[src/hdl/plsh_pkg.sv]
// Shared constants, types and fixed-point helpers of the Phong shading pipeline.
`default_nettype none

package plsh_pkg;

  localparam int FRAC_BITS = 14;
  localparam int ONE       = 1 << FRAC_BITS;
  localparam int DIFF_CUT  = ONE >> 10;
  localparam int OUT_MAX   = 131071;

  typedef enum logic [2:0] {
    CFG_LIGHT_DIR_X = 3'd0,
    CFG_LIGHT_DIR_Y = 3'd1,
    CFG_LIGHT_DIR_Z = 3'd2,
    CFG_LIGHT_RED   = 3'd3,
    CFG_LIGHT_GREEN = 3'd4,
    CFG_LIGHT_BLUE  = 3'd5
  } cfg_idx_e;

  // Values that ride alongside the specular power chain.
  typedef struct packed {
    logic [14:0] diff;
    logic [14:0] sscale;
    logic [16:0] lt_red;
    logic [16:0] lt_green;
    logic [16:0] lt_blue;
  } side_t;

  // Clamp a raw dot product (scale ONE*ONE) to a unit value in [0, ONE].
  function automatic logic [14:0] clamp_unit(input logic signed [41:0] raw);
    logic [27:0] q;
    q = raw[41:FRAC_BITS];
    if (raw <= 42'sd0) begin
      return 15'd0;
    end else if (q > 28'(ONE)) begin
      return 15'(ONE);
    end
    return q[14:0];
  endfunction

  // Fixed-point product of two non-negative 15-bit values whose result stays below 2^15.
  function automatic logic [14:0] umul_frac(input logic [14:0] a, input logic [14:0] b);
    logic [29:0] p;
    p = 30'(a) * 30'(b);
    return p[28:FRAC_BITS];
  endfunction

endpackage

`default_nettype wire

[src/hdl/plsh_pow20.sv]
// Five-stage pipeline raising a unit value to the 20th power by repeated squaring.
`default_nettype none

module plsh_pow20
  import plsh_pkg::*;
(
  input  wire logic        clk_i,
  input  wire logic        rst_ni,
  input  wire logic        valid_i,
  input  wire logic [14:0] base_i,
  input  wire side_t       side_i,
  output logic             valid_o,
  output logic [14:0]      pow_o,
  output side_t            side_o
);

  logic [4:0]  vld_q;
  logic [14:0] p2_q, p4_q, p8_q, p16_q, p20_q;
  logic [14:0] p4_d1_q, p4_d2_q;
  side_t       side_q [5];

  always_ff @(posedge clk_i or negedge rst_ni) begin
    if (!rst_ni) begin
      vld_q <= '0;
    end else begin
      vld_q <= {vld_q[3:0], valid_i};
    end
  end

  always_ff @(posedge clk_i) begin
    p2_q    <= umul_frac(base_i, base_i);
    p4_q    <= umul_frac(p2_q, p2_q);
    p8_q    <= umul_frac(p4_q, p4_q);
    p4_d1_q <= p4_q;
    p16_q   <= umul_frac(p8_q, p8_q);
    p4_d2_q <= p4_d1_q;
    p20_q   <= umul_frac(p16_q, p4_d2_q);
    side_q[0] <= side_i;
    for (int i = 1; i < 5; i++) begin
      side_q[i] <= side_q[i-1];
    end
  end

  assign valid_o = vld_q[4];
  assign pow_o   = p20_q;
  assign side_o  = side_q[4];

endmodule

`default_nettype wire

[config.mk]
export PLATFORM = sky130hd
export DESIGN_NAME = plsh_pow20
export DESIGN_NICKNAME = d
export VERILOG_FILES = /design/src/hdl/plsh_pkg.sv /design/src/hdl/plsh_pow20.sv
export SDC_FILE = /design/constraint.sdc
export NUM_CORES = 2
export LEC_CHECK = 0
export BUFFER_PORTS_ARGS = -buffer_cell sky130_fd_sc_hd__buf_2
export CORE_MARGIN = 4
export CORE_UTILIZATION = 50
export CTS_CLUSTER_DIAMETER = 100
export DETAILED_ROUTE_END_ITERATION = 10
export PLACE_DENSITY = 0.7
export SYNTH_ARGS = -nofsm -noshare
export SYNTH_HDL_FRONTEND = slang
export SYNTH_SLANG_ARGS = --single-unit
[constraint.sdc]
create_clock -name clk_i -period 6.21 [get_ports clk_i]
set_input_delay 0.3105 -clock clk_i [delete_from_list [all_inputs] [get_ports clk_i]]
set_output_delay 0.3105 -clock clk_i [all_outputs]
set_load 0.01 [all_outputs]
==> metrics.md <==
| Metric | Value |
|---|---|
| Status | completed |
| RSZ-0062 raised after global routing | true |
| Share of synthesized area occupied by flip-flops and latches | roughly 25% |
| Synth cell count leaders | inv_1 (977), fa_1 (707), dfxtp_1 (510) |
| Crit path max-delay family | adder cells |
| GR peak layer | met2 |
| Clk slew on worst S/H paths | about 0.07 ns |
| Number of port buffers | 195 |
| Largest net degree at the start of global routing | 17 |
| CP cell instances | nand2_1, inv_1, fa_1, inv_1, fa_1, inv_1, fa_1, inv_1, fa_1, inv_1, fa_1, inv_1, fa_1, inv_1, ha_1, and3_1, and4_1, a31oi_1, a31oi_4, a221o_1, a31o_2, a21oi_2, xnor2_1 |
| Ys flop type | dfxtp_1 |
| Chip height | about 300 um |
| Clock tree buffer depth | 3 |
| Root buf cell | clkbuf_16 |
| Global route overflow | 0 |
| Initial DRC count | between 800 and 900 |
| Hold Path Class | reg2reg |
| Vias in the first global route | roughly 27,000 |
| FF-to-FF setup slack | about 0.25 ns |
| Ratio of cells with drive above 1 in the final layout | 10.3% |
| Reg2Reg Depth | 23 |
| Mapped cell area | roughly 0.041 sq mm |
| NumNets Final | 5,460 |
| Vias per inst | 4.73 |
| First-pass GRT wire length | roughly 130,000 um |
| Synth area leaders | fa_1 (34%), dfxtp_1 (25%), ha_1 (13%) |
| Slew @ Worst Pin | approximately 0.60 ns |
| First-pass DRT Iterations | 5 |
| # placed instances | between 5,000 and 6,000 |
| GR met3 Demand/Resource | 2.37% |
| Largest family of logic cells by synthesized area | adder cells |
| Largest area contributor in the netlist | fa_1 |
| Ant. Diodes | 0 |
| Starting Density | approximately half |
| Core area | ~0.08 sq mm |
| Setup WS pre-CTS | 0.0920 ns |
| Synth Net Count | roughly 5,200 |
| CP Depth | 23 |
| Synth Area in Compound Gates | about 3.5% |
| CP most frequent cell | inv_1 |
| Final HPWL DP | roughly 63,000 um |
| Residual DRC | 0 |
| Post-Route WL | a little under 80,000 um |
| Fmax | approximately 0.17 GHz |
| CP arrival | between 6 and 7 ns |
| Final ANT Viol Nets | 0 |
| Via count | ~25,000 |
| Area post-placement | around 0.043 sq mm |
| Die area | approximately 0.087 sq mm |
| Simple-gate share of the synthesized area | under 10% |
| Syn_area_per_cell | around 10 sq um |
| Post-synth EDFFs | 0 |
| Async SR Flop Fraction | less than 1% |
| Max_cap viols | 0 |
| Design Area, Final | 0.0460 sq mm |
| Post-synthesis register bit count | approximately 520 |
| # rows | roughly 100 |
| GRT Total Usage | around 19% |
| CTS Sinks | slightly above 500 |
| Max incr delay on CP | 0.52 ns |
| Synth Area in XOR/XNOR | 2.45% |
| Fin cells | around 5,300 |
| Final Hold Fails | 0 |
| GP Congestion | between 0.8 and 0.9 |
| Multiplexer share of the synthesized area | less than 1% |
| Count of cell types in the netlist | 71 |
| IO Count | 196 |
| CTS tree | built |
| Final period demand of the worst path | around 6 ns |
| Setup CP Type | reg2reg |
| Worst setup SP type | flip-flop |
| DR WL/cell | between 10 and 15 um |
| Max H-tree Level | 2 |
| GR Util met2 | about 34% |
| Fin. max-slew vios | 0 |
| Top cell type's share of synthesized area | between 30% and 40% |
| Area Growth Syn to Fin | 11.7% |
| Most common cell in the synthesized netlist | inv_1 |
| Post-route worst setup slack | roughly 0.25 ns |
| Tcrit/Tclk final | 96.0% |
| Crit. End Element | flip-flop |
| Post-Synth Adder-Cell Area | a little under half |
| Critical path peak fanout | 7 |
| Clock latency on the worst-skew pair | around 0.6 ns |
| WP data required | about 6.8 ns |
| Chip width | between 200 and 300 um |
| Grt met1 use | a little under a quarter |
| Initial antenna violation count | 0 |
| Yosys Warn Count | 0 |
| Cells after Synth | roughly 4,000 |
| Setup Skew | around 0.033 ns |
| Setup Viol. Count Final | 0 |
| Buffer and inverter count on the worst path | 7 |
| CTS buffer count | 52 |
| Hold path depth | 0 |
| Worst path slowest cell | fa_1 |
| Slew margin rel. | 59.7% |
-- metrics by stage --
step,TNS (ns),util (%),hold slack [ns]
6_report,0,56.7,0.300
5_1_grt,-0.0126,56.7,0.297
4_1_cts,0,56.6,0.273
3_5_place_dp,0,53.3,0.129
3_3_place_gp,0,53.3,0.123
2_1_floorplan,0,-,0.0149
-- worst reg2reg max path, stage by stage (launching register included) --
cell	delay [ns]
dfxtp_1	0.38
nand2_1	0.13
inv_1	0.07
fa_1	0.50
inv_1	0.05
fa_1	0.48
inv_1	0.05
fa_1	0.50
inv_1	0.06
fa_1	0.52
inv_1	0.05
fa_1	0.47
inv_1	0.05
fa_1	0.48
inv_1	0.05
ha_1	0.31
and3_1	0.21
and4_1	0.19
a31oi_1	0.26
a31oi_4	0.20
a221o_1	0.38
a31o_2	0.27
a21oi_2	0.14
xnor2_1	0.11
-- placed cells by master, fill, tap and decap left out, drive strengths merged, types with 79 or more instances in the layout --
| master | instances |
|---|---|
| and2 | 271 |
| buf | 291 |
| dfxtp | 510 |
| dlygate4sd3 | 85 |
| fa | 707 |
| ha | 441 |
| inv | 986 |
| nand2 | 365 |
| nor2 | 81 |
| xnor2 | 79 |
-- cells by family (layout without fill, tap and decap cells) --
logic type	count (synthesis)	after routing
xor+xnor	115	115
mux	8	8
simple gates	818	818
buf+inv	1148	1450
compound gates	202	202
flops	515	515
fa+ha+maj	1148	1148
-- sequential cells by signal, summed over array words and instances (netlist names) --
register and count:
side_q 405, p16_q 15, p2_q 15, p4_d1_q 15, p4_d2_q 15, p4_q 15, p8_q 15, pow_o 15
vld_q 5
-- final cells by class --
type / count / area, sq um
clock buffers: 71 / 1440
clock inverters: 26 / 373
fillers: 6899 / 35100
inverters: 977 / 3670
multi-input cells: 2291 / 26200
flip-flops and latches: 515 / 10400
well taps: 1060 / 1330
repair buffers: 376 / 2550
-- path summary, 6_finish.rpt --
path                              start             to
setup / recovery                p8_q[6]      p16_q[14]
min in group asynchronous        rst_ni       vld_q[4]
hold reg to reg            side_q[0][5]  side_q[0][86]
hold / removal             side_q[0][5]  side_q[0][86]
setup reg to reg                p8_q[6]      p16_q[14]
max in group asynchronous        rst_ni       vld_q[2]
-- routing by layer --
metal | part of all wire [%] | up-vias | routed length [um]
met5 | 0 | - | 0
met4 | 2.6 | 0 | 1970
met3 | 3.9 | 115 | 2970
met2 | 51 | 446 | 39500
met1 | 42 | 12400 | 32400
li1 | - | 12200 | -
-- repair_timing --
| action | CTS | global route |
|---|---|---|
| hold endpoints to repair | 87 | 0 |
| gates resized for setup | 0 | 28 |
| hold buffers | 85 | 0 |
| buffers inserted | 0 | 1 |
| setup endpoints to repair | 0 | 24 |
Power is not shown: default switching activity piles up to over one toggle a cycle in this logic, so the estimate is an artifact.
